**config.mk**
```make
export PLATFORM = sky130hd
export DESIGN_NAME = fifo_page_pool_directory_core
export DESIGN_NICKNAME = d
export VERILOG_FILES = /design/src/design/fppd_pkg.sv /design/src/design/fifo_page_pool_directory_core.sv /design/src/design/fppd_store.sv /design/src/design/fppd_ctrl.sv
export VERILOG_INCLUDE_DIRS = /design/src /design/src/design
export SDC_FILE = /design/constraint.sdc
export NUM_CORES = 1
export LEC_CHECK = 0
export BUFFER_PORTS_ARGS = -buffer_cell sky130_fd_sc_hd__buf_2
export CORE_UTILIZATION = 40
export CTS_BUF_LIST = sky130_fd_sc_hd__clkbuf_4 sky130_fd_sc_hd__clkbuf_8 sky130_fd_sc_hd__clkbuf_16
export DETAILED_ROUTE_END_ITERATION = 16
export PLACE_DENSITY = 0.63
export REMOVE_ABC_BUFFERS = 1
export SYNTH_ARGS = -nofsm -noshare
export SYNTH_HDL_FRONTEND = slang
export SYNTH_SLANG_ARGS = --single-unit
```
**constraint.sdc**
```tcl
create_clock -name clk -period 6.2 [get_ports clk]
set_clock_uncertainty 0.15 [all_clocks]
set_input_delay 0.31 -clock clk [delete_from_list [all_inputs] [get_ports clk]]
set_output_delay 0.31 -clock clk [all_outputs]
set_load 0.05 [all_outputs]
```
**src/design/fifo_page_pool_directory_core_macros.svh**
```systemverilog
// Assertion helpers shared by the directory core.
// Both macros expect signals named clk and rst_n in the calling scope.
`ifndef FIFO_PAGE_POOL_DIRECTORY_CORE_MACROS_SVH
`define FIFO_PAGE_POOL_DIRECTORY_CORE_MACROS_SVH

// Same-cycle implication: when ante holds, cons must hold at that edge.
`define FPPD_ASSERT_IMPLIES(lbl, ante, cons) \
    lbl: assert property (@(posedge clk) disable iff (!rst_n) (ante) |-> (cons)) \
        else $error("fppd: assertion failed");

// Next-cycle implication: when ante holds, cons must hold at the next edge.
`define FPPD_ASSERT_NEXT(lbl, ante, cons) \
    lbl: assert property (@(posedge clk) disable iff (!rst_n) (ante) |=> (cons)) \
        else $error("fppd: assertion failed");

`endif

```
**src/design/fppd_pkg.sv**
```systemverilog
package fppd_pkg;

    localparam int POOL_DEPTH_DEFAULT = 8;
    localparam int KEY_W              = 24;
    localparam int LIMIT_W            = 4;
    localparam int OCC_W              = 4;

    typedef logic [LIMIT_W-1:0] limit_t;
    typedef logic [KEY_W-1:0]   key_t;

    localparam limit_t LIMIT_RESET = limit_t'(8);
    localparam logic [OCC_W-1:0] OCC_MAX = '1;

    typedef enum logic [1:0] {
        ACT_GET     = 2'd0,
        ACT_REFRESH = 2'd1,
        ACT_REMOVE  = 2'd2,
        ACT_LOOKUP  = 2'd3
    } action_t;

    typedef struct packed {
        action_t     action;
        logic [7:0]  table_id;
        logic [15:0] page_index;
    } req_t;

    typedef struct packed {
        logic             hit;
        logic             evicted;
        logic [7:0]       evicted_table;
        logic [15:0]      evicted_page;
        logic [OCC_W-1:0] occupancy;
    } res_t;

    // Update command from the control logic to the key store.
    typedef struct packed {
        logic del_head;   // drop the oldest entry
        logic del_match;  // drop the matching entry
        logic app_en;     // append the request key at the newest position
    } upd_t;

endpackage

```
**src/design/fifo_page_pool_directory_core.sv**
```systemverilog
// Directory of a fully associative page pool with first-in-first-out
// replacement. Requests arrive as one word on req and are taken at a clock
// edge where start is high and busy is low; busy is always low, so a new
// request may be issued in every cycle. Each request yields exactly one
// result word on res, marked by res_valid for a single cycle. The request is
// registered at the edge that takes it. The key compare, eviction choice and
// compaction of the entry array are then resolved combinationally, and the
// result register loads at the next edge. One request per cycle is
// sustained; the parallel compare and shift over the entry row set that
// figure. The receiver cannot stall, so it must take every result word in
// the cycle it is shown. The pool_limit register is written through the
// cfg_valid/cfg_ready channel; cfg_ready drops while a request is being
// resolved. Reset empties the directory, clears any pending result and sets
// pool_limit to eight. Entry contents are not cleared; the resident count
// alone decides which entries are live.
module fifo_page_pool_directory_core #(
    parameter int POOL_DEPTH = fppd_pkg::POOL_DEPTH_DEFAULT
) (
    input  logic             clk,
    input  logic             rst_n,
    input  logic             start,
    output logic             busy,
    input  fppd_pkg::req_t   req,
    output logic             res_valid,
    output fppd_pkg::res_t   res,
    input  logic             cfg_valid,
    output logic             cfg_ready,
    input  fppd_pkg::limit_t cfg_data
);
    import fppd_pkg::*;

    `include "fifo_page_pool_directory_core_macros.svh"

    localparam int CW = $clog2(POOL_DEPTH + 1);

    logic          pend_reg;
    req_t          req_reg;
    limit_t        limit_reg;
    logic          res_valid_reg;
    res_t          res_reg;
    res_t          res_next;
    upd_t          upd;
    logic          hit;
    key_t          head_key;
    key_t          lookup_key;
    logic [CW-1:0] count;
    logic [CW-1:0] count_next;

    // The block never refuses a request.
    assign busy      = 1'b0;
    assign cfg_ready = ~pend_reg;
    assign lookup_key = {req_reg.table_id, req_reg.page_index};

    fppd_store #(
        .POOL_DEPTH (POOL_DEPTH)
    ) u_store (
        .clk        (clk),
        .rst_n      (rst_n),
        .lookup_key (lookup_key),
        .upd        (upd),
        .hit        (hit),
        .head_key   (head_key),
        .count      (count),
        .count_next (count_next)
    );

    fppd_ctrl #(
        .POOL_DEPTH (POOL_DEPTH)
    ) u_ctrl (
        .pend       (pend_reg),
        .action     (req_reg.action),
        .hit        (hit),
        .limit      (limit_reg),
        .head_key   (head_key),
        .count      (count),
        .count_next (count_next),
        .upd        (upd),
        .res        (res_next)
    );

    // Request and result capture; the payload registers need no reset.
    always_ff @(posedge clk)
    begin
        if (start && !busy)
            req_reg <= req;
        if (pend_reg)
            res_reg <= res_next;
    end

    always_ff @(posedge clk or negedge rst_n)
    begin
        if (!rst_n)
        begin
            pend_reg      <= 1'b0;
            res_valid_reg <= 1'b0;
            limit_reg     <= LIMIT_RESET;
        end
        else
        begin
            pend_reg      <= start && !busy;
            res_valid_reg <= pend_reg;
            if (cfg_valid && cfg_ready)
                limit_reg <= cfg_data;
        end
    end

    assign res_valid = res_valid_reg;
    assign res       = res_reg;

    // Every accepted request produces its result word, through pend_reg and res_valid_reg.
    `FPPD_ASSERT_IMPLIES(a_result_follows, start && !busy, ##2 res_valid)
    // An eviction only happens on a get that missed.
    `FPPD_ASSERT_IMPLIES(a_evict_on_miss, res_valid && res.evicted, !res.hit)
    // Without an eviction the evicted key fields read as zero.
    `FPPD_ASSERT_IMPLIES(a_evict_zero, res_valid && !res.evicted,
        res.evicted_table == 8'd0 && res.evicted_page == 16'd0)
    // The count never exceeds the number of entries.
    `FPPD_ASSERT_NEXT(a_count_bound, pend_reg, count <= CW'(POOL_DEPTH))

endmodule

```
**src/design/fppd_store.sv**
```systemverilog
module fppd_store #(
    parameter int POOL_DEPTH = fppd_pkg::POOL_DEPTH_DEFAULT
) (
    input  logic                            clk,
    input  logic                            rst_n,
    input  fppd_pkg::key_t                  lookup_key,
    input  fppd_pkg::upd_t                  upd,
    output logic                            hit,
    output fppd_pkg::key_t                  head_key,
    output logic [$clog2(POOL_DEPTH+1)-1:0] count,
    output logic [$clog2(POOL_DEPTH+1)-1:0] count_next
);
    import fppd_pkg::*;

    localparam int CW = $clog2(POOL_DEPTH + 1);

    key_t            keys_reg  [POOL_DEPTH];
    key_t            keys_next [POOL_DEPTH];
    logic [CW-1:0]   count_reg;
    logic [CW-1:0]   count_del;
    logic [POOL_DEPTH-1:0] match;
    logic [POOL_DEPTH-1:0] from_pos;
    logic [POOL_DEPTH-1:0] shift;
    logic            del;

    // Keys are held oldest first; only entries below the count take part.
    always_comb
    begin
        for (int i = 0; i < POOL_DEPTH; i++)
        begin
            match[i] = (CW'(i) < count_reg) && (keys_reg[i] == lookup_key);
        end
        from_pos[0] = match[0];
        for (int i = 1; i < POOL_DEPTH; i++)
        begin
            from_pos[i] = from_pos[i-1] | match[i];
        end
        for (int i = 0; i < POOL_DEPTH; i++)
        begin
            shift[i] = upd.del_head | (upd.del_match & from_pos[i]);
        end
    end

    assign hit       = |match;
    assign head_key  = keys_reg[0];
    assign del       = upd.del_head | (upd.del_match & hit);
    assign count_del = count_reg - CW'(del);
    assign count_next = count_del + CW'(upd.app_en);
    assign count     = count_reg;

    // Each entry either takes the new key, closes the gap from its upper
    // neighbor, or keeps its value.
    for (genvar g = 0; g < POOL_DEPTH; g++)
    begin : g_entry
        if (g < POOL_DEPTH - 1)
        begin : g_mid
            always_comb
            begin
                if (upd.app_en && (CW'(g) == count_del))
                    keys_next[g] = lookup_key;
                else if (shift[g])
                    keys_next[g] = keys_reg[g+1];
                else
                    keys_next[g] = keys_reg[g];
            end
        end
        else
        begin : g_top
            always_comb
            begin
                if (upd.app_en && (CW'(g) == count_del))
                    keys_next[g] = lookup_key;
                else
                    keys_next[g] = keys_reg[g];
            end
        end
    end

    always_ff @(posedge clk)
    begin
        for (int i = 0; i < POOL_DEPTH; i++)
        begin
            keys_reg[i] <= keys_next[i];
        end
    end

    always_ff @(posedge clk or negedge rst_n)
    begin
        if (!rst_n)
            count_reg <= '0;
        else
            count_reg <= count_next;
    end

endmodule

```
**src/design/fppd_ctrl.sv**
```systemverilog
module fppd_ctrl #(
    parameter int POOL_DEPTH = fppd_pkg::POOL_DEPTH_DEFAULT
) (
    input  logic                            pend,
    input  fppd_pkg::action_t               action,
    input  logic                            hit,
    input  fppd_pkg::limit_t                limit,
    input  fppd_pkg::key_t                  head_key,
    input  logic [$clog2(POOL_DEPTH+1)-1:0] count,
    input  logic [$clog2(POOL_DEPTH+1)-1:0] count_next,
    output fppd_pkg::upd_t                  upd,
    output fppd_pkg::res_t                  res
);
    import fppd_pkg::*;

    localparam int CW   = $clog2(POOL_DEPTH + 1);
    localparam int CMPW = (CW > LIMIT_W) ? CW : LIMIT_W;

    logic [CMPW-1:0] lim_ext;
    logic [CMPW-1:0] lim_eff;
    logic [CMPW-1:0] occ_ext;
    logic            at_limit;

    // A zero limit acts as one; a limit beyond the depth acts as the depth.
    always_comb
    begin
        lim_ext = (limit == '0) ? CMPW'(1) : CMPW'(limit);
        lim_eff = (lim_ext > CMPW'(POOL_DEPTH)) ? CMPW'(POOL_DEPTH) : lim_ext;
        at_limit = (CMPW'(count) >= lim_eff) && (count != '0);
    end

    always_comb
    begin
        upd = '0;
        if (pend)
        begin
            case (action)
                ACT_GET:
                begin
                    if (!hit)
                    begin
                        upd.app_en   = 1'b1;
                        upd.del_head = at_limit;
                    end
                end
                ACT_REFRESH:
                begin
                    upd.del_match = hit;
                    upd.app_en    = hit;
                end
                ACT_REMOVE:
                begin
                    upd.del_match = hit;
                end
                default:
                begin
                    upd = '0;
                end
            endcase
        end
    end

    always_comb
    begin
        occ_ext           = CMPW'(count_next);
        res.hit           = hit;
        res.evicted       = upd.del_head;
        res.evicted_table = upd.del_head ? head_key[23:16] : 8'd0;
        res.evicted_page  = upd.del_head ? head_key[15:0] : 16'd0;
        res.occupancy     = (occ_ext > CMPW'(OCC_MAX)) ? OCC_MAX : occ_ext[OCC_W-1:0];
    end

endmodule

```
== Word-level counts from Yosys, hierarchy flattened ==
Memories as Yosys holds them, arrays and structs flattened.
Index checks and enable logic that the tools add are counted.

* Flip-flop bits (word level): 66
* RAM bits: 192
* Input bits: 34
* Output and inout port bits: 33
* Memories: 1

{| class="wikitable"
|+ Memory list
! memory !! words !! width !! read ports !! clocked after memory_dff !! wr ports !! line !! RTL
|-
| u_store.keys_reg || 8 || 24 || 8 || 0 || 8 || fppd_store.sv:17 || <nowiki>key_t keys_reg [POOL_DEPTH];</nowiki>
|}

* Add/subtract/negate cells: 2
* $lt $le $gt $ge: 11
* Eq/ne operators: 17
* Muxes and demuxes: 23
* Bitwise gates (word level): 23
* Reduce and logical (&&, ||, !) cells: 24

{| class="wikitable"
|+ Operators by type and width
! cell !! number
|-
| 2-to-1 mux 24 bit || 15
|-
| == test 24 bit || 8
|-
| logical AND 1 bit || 18
|-
| == test 3 x 4 -> 1 bit (first input constant) || 4
|-
| < comparator 3 x 4 -> 1 bit (first input constant) || 4
|-
| bitwise OR 1 bit || 14
|-
| bitwise AND 1 bit || 8
|-
| == test 2 x 4 -> 1 bit (first input constant) || 2
|-
| > comparator 4 bit (second input constant) || 2
|-
| zero test 4 bit || 2
|-
| < comparator 1 x 4 -> 1 bit (first input constant) || 2
|-
| < comparator 2 x 4 -> 1 bit (first input constant) || 2
|-
| 2-to-1 mux 4 bit || 2
|-
| OR reduction 8 bit || 1
|-
| adder 4 x 1 -> 4 bit || 1
|-
| == test 1 x 4 -> 1 bit (first input constant) || 1
|-
| greater-or-equal comparator 4 bit || 1
|-
| 2-to-1 mux 1 bit || 4
|-
| nonzero test 4 bit || 1
|-
| subtractor 4 x 1 -> 4 bit || 1
|-
| 2-to-1 mux 3 bit || 1
|-
| == test 2 x 1 -> 1 bit (second input constant) || 1
|-
| == test 2 bit (second input constant) || 1
|-
| zero test 2 bit || 1
|-
| 3 further kinds || 3
|}

== Longest topological paths before layout ==
* Depth after elaboration: 15
* Depth in mapped cells: 20
* Gate-level depth less buffers: 19

== Cells and area by module ==
From an unflattened synthesis, not the netlist that was laid out.

* Cells, all modules: 1,021
* Area total of the unflattened synthesis: 13,877.1 µm²

{| class="wikitable"
|+ By module, submodules not included
! module !! times used !! cells an instance !! area an instance (µm²)
|-
| fppd_store || 1 || 862 || 11,350.9
|-
| fifo_page_pool_directory_core || 1 || 70 || 1,921.8
|-
| fppd_ctrl || 1 || 89 || 604.3
|}

== Least setup slack after synthesis ==
No wires, ideal clock.

* Path kind: register to register
* Start point: register, netlist name lookup_key[23]
* End point: memory u_store.keys_reg[1][72] in the netlist's numbering (enable)
* Arrival time: 4.946 ns
* Setup slack: 0.663 ns
* Stages on the path, launching flop included: 15
* Buffers on the path: 1
* Clock period less this slack: 5.537 ns
* Cell sequence: edfxtp_1 buf_6 xor2_1 or4_1 or4b_1 o22a_1 nand4_2 mux2_2 inv_1 ha_1 nand2_1 xor2_1 nand2_1 nor3_1 nor3b_1

{| class="wikitable"
|+ RTL lines
! element !! line
|-
| to (decl) || fppd_store.sv:17
|}

==> results.ini <==
[global_route]
grt_overflow = 0
grt_pass1_wl_um = 42990
antenna_found_initial = 0
grt.total_usage_pct = 16.44
grt_max_degree = 30
grt_pass1_vias = 7884

[clock_tree]
cts_buffers = 28
clock_latency_ns = 0.54
cts_buffer_depth = 3
cts_resized = 0
htree_levels = 1
clk_pin_slew_worst_paths_ns = 0.06
cts_tree = yes
clkSinkCount = 258
cts-root-buf = clkbuf_16

[worst_setup_path]
critPathLaunchType = flip-flop
r2r_slack_ns = 0.87
rr_worst_depth = 15
crit_path_max_fanout = 16
cp_data_arrival_time_ns = 5.47
endpoint_kind = flip-flop
critPathKind = reg -> reg
worstPathRequired_ns = 6.34
r2r-end = u_store.keys_reg[0][12]
cp-startpoint = lookup_key[6]
crit_end = u_store.keys_reg[0][12]
timing.rr.start = lookup_key[6]

[route]
vias_per_cell = 5.038
avgRoutedWirePerCell_um = 18.24
ant_nets = 0
drt-initial-drc-count = 447
vias = 7577
dr.pass1.iters = 5
drcViolationCount = 0
wirelength_um = 27440

[layout]
antenna_cells = 0
largest_reg_flops = 192
area_growth_pct = 15.19
drive_above_1_share_pct = 31.26
nets = 1084

[floorplan]
ioPinCount = 67
fp.dieW_um = 184.9
initial_core_util_pct = 40.92
core_mm2 = 0.03270
rows = 66
dieArea_mm2 = 0.03419
die_h_um = 184.9

[synthesis]
synth_edf_count = 248
ys_seq_elements = 258
netlist_area_mm2 = 0.01338
avgSynthCellArea_um2 = 14.04
synth_cell_types = 54
ys.flop_type = edfxtp_1
syn_inst = 953
yosysSeqAreaShare_pct = 57.54
postSynth.asyncResetShare_pct = 3.876
ys_warn_count = 0

[placed_design]
dp_hpwl_um = 20740
routabilityCongestion = 0.9474
io_buffers = 65
post-place-ws_ns = 0.8772

[timing]
fmax_ghz = 0.1875
hold_viol_final = 0
setup_violations = 0
finalWorstSetupSlack_ns = 0.8661
worst_pin_slew_ns = 0.8028
whs_ns = 0.04982
slew_violations = 0
fin_crit_sh_pct = 86.03
grt_setup_unrepaired = no
fin_crit_ns = 5.334
maxSlewHeadroom_pct = 46.48
fin_tns_setup_ns = 0

[power_and_ir_drop]
power_density_mw_per_mm2 = 307.6
p_leak_nw = 5.235
irDropWorstVdd_mv = 0.2419

[hold_path]
min_from = cfg_valid
worstHoldPathType = in -> reg

[job]
maxCapViolCount = 0

[run_status]
status = finished clean

==> worst min path at each step <==
stage	to	slack [ns]	depth (start not counted)
3_5_place_dp	limit_reg[0]	0.03	1
6_report	limit_reg[3]	0.05	4
3_3_place_gp	limit_reg[0]	0.03	1
4_1_cts	limit_reg[3]	0.02	4
2_1_floorplan	limit_reg[0]	-0.14	0
5_1_grt	limit_reg[3]	0.08	4
==> layout by cell type (no fill, tap or decap), types with 5 or more instances in the layout <==
cell type / instances
edfxtp_1: 248
mux2_2: 153
xnor2_1: 145
buf_2: 65
xor2_1: 53
nand4_1: 52
dlygate4sd3_1: 32
nand2_1: 31
clkbuf_16: 31
buf_4: 30
and2_1: 25
nor4_1: 22
mux2_4: 19
nor2_1: 18
inv_1: 11
ha_1: 10
clkbuf_4: 9
dfrtp_1: 9
nor3_1: 8
or3_1: 7
nand3_1: 6
and4_1: 6
clkinv_2: 6
or4_1: 5
==> layout make-up <==
class / instances / area [um2]
fillers: 2907 / 17290
clock inverters: 12 / 63.81
clock buffers: 40 / 843.3
repair buffers: 127 / 870.8
inverters: 11 / 41.29
flip-flops and latches: 258 / 7699
well taps: 442 / 553.0
multi-input cells: 614 / 5341
==> logic make-up after synthesis <==
kind of cell,share of synthesized area [%]
and+or+nand+nor,9.426
AOI/OAI and AO/OA,1.122
xor gates and xnor gates,12.96
buffers and inverters,2.880
DFF,57.54
muxes,15.11
other,0.02803
adders and majority gates,0.9351
==> critical path, cell delays in order, from the launching register on <==
cell and delay [ns]:
edfxtp_1 0.84, xnor2_1 0.21, or4b_2 0.60, nor4b_1 0.39
a22oi_1 0.19, nand4_2 0.20, mux2_2 0.39, inv_1 0.09
ha_1 0.17, nand2_1 0.07, xor2_1 0.24, and2_1 0.21
nand3_1 0.19, nor3_4 0.43, buf_4 0.33, mux2_2 0.37
==> report_power, final <==
part	total, mW	switching [mW]	internal (mW)	leakage, nW
clock network	1.61	0.661	0.947	0.459
registers	2.26	0.148	2.11	2.42
logic	0.870	0.519	0.351	2.36
==> through the flow <==
step	instance area, um2	std cells	power [mW]	utilization [%]
after global placement	14180	1420	3.141	43.38
after CTS	15410	1504	4.783	47.13
final	15410	1504	4.740	47.13
after floorplan	13040	883	2.855	-
after global routing	15410	1504	4.933	47.13
after detailed placement	14180	1420	3.152	43.38
==> timing repair <==
item | in CTS | in global routing
buffers inserted | 0 | 0
hold buffers | 32 | 0
endpoints found under the hold margin | 40 | 0
==> synth_stat cells, types with 3 or more instances <==
library cell | instances | area (um2)
inv_1 | 11 | 41.29
nand2_1 | 31 | 116.4
nor4b_1 | 3 | 26.28
dfrtp_1 | 9 | 225.2
edfxtp_1 | 248 | 7447
xor2_1 | 53 | 464.2
and2_1 | 25 | 156.4
nor3_1 | 8 | 40.04
and4_1 | 6 | 52.55
nand4b_1 | 4 | 35.03
clkbuf_1 | 32 | 120.1
mux2_4 | 19 | 285.3
a21oi_1 | 3 | 15.01
buf_4 | 10 | 75.07
nor2b_1 | 4 | 25.02
buf_6 | 4 | 45.04
a22oi_1 | 3 | 22.52
nand4_1 | 52 | 325.3
ha_1 | 10 | 125.1
nor4_1 | 22 | 137.6
buf_1 | 13 | 48.80
nor3_2 | 3 | 30.03
or4_1 | 5 | 37.54
nand3_1 | 6 | 30.03
xnor2_1 | 145 | 1270
or3_1 | 7 | 43.79
mux2_2 | 153 | 1723
nor2_1 | 20 | 75.07
buf_2 | 11 | 55.05
==> layer usage <==
metal / GRT usage [%] / share of wire [%] / up-vias
met5: 0 / 0 / -
met3: 2.123 / 3.4 / 75
li1: - / - / 3697
met1: 20.93 / 45 / 3616
met4: 7.769 / 4.6 / 0
met2: 27.73 / 47 / 189
Power figures use the tool's default switching activity.
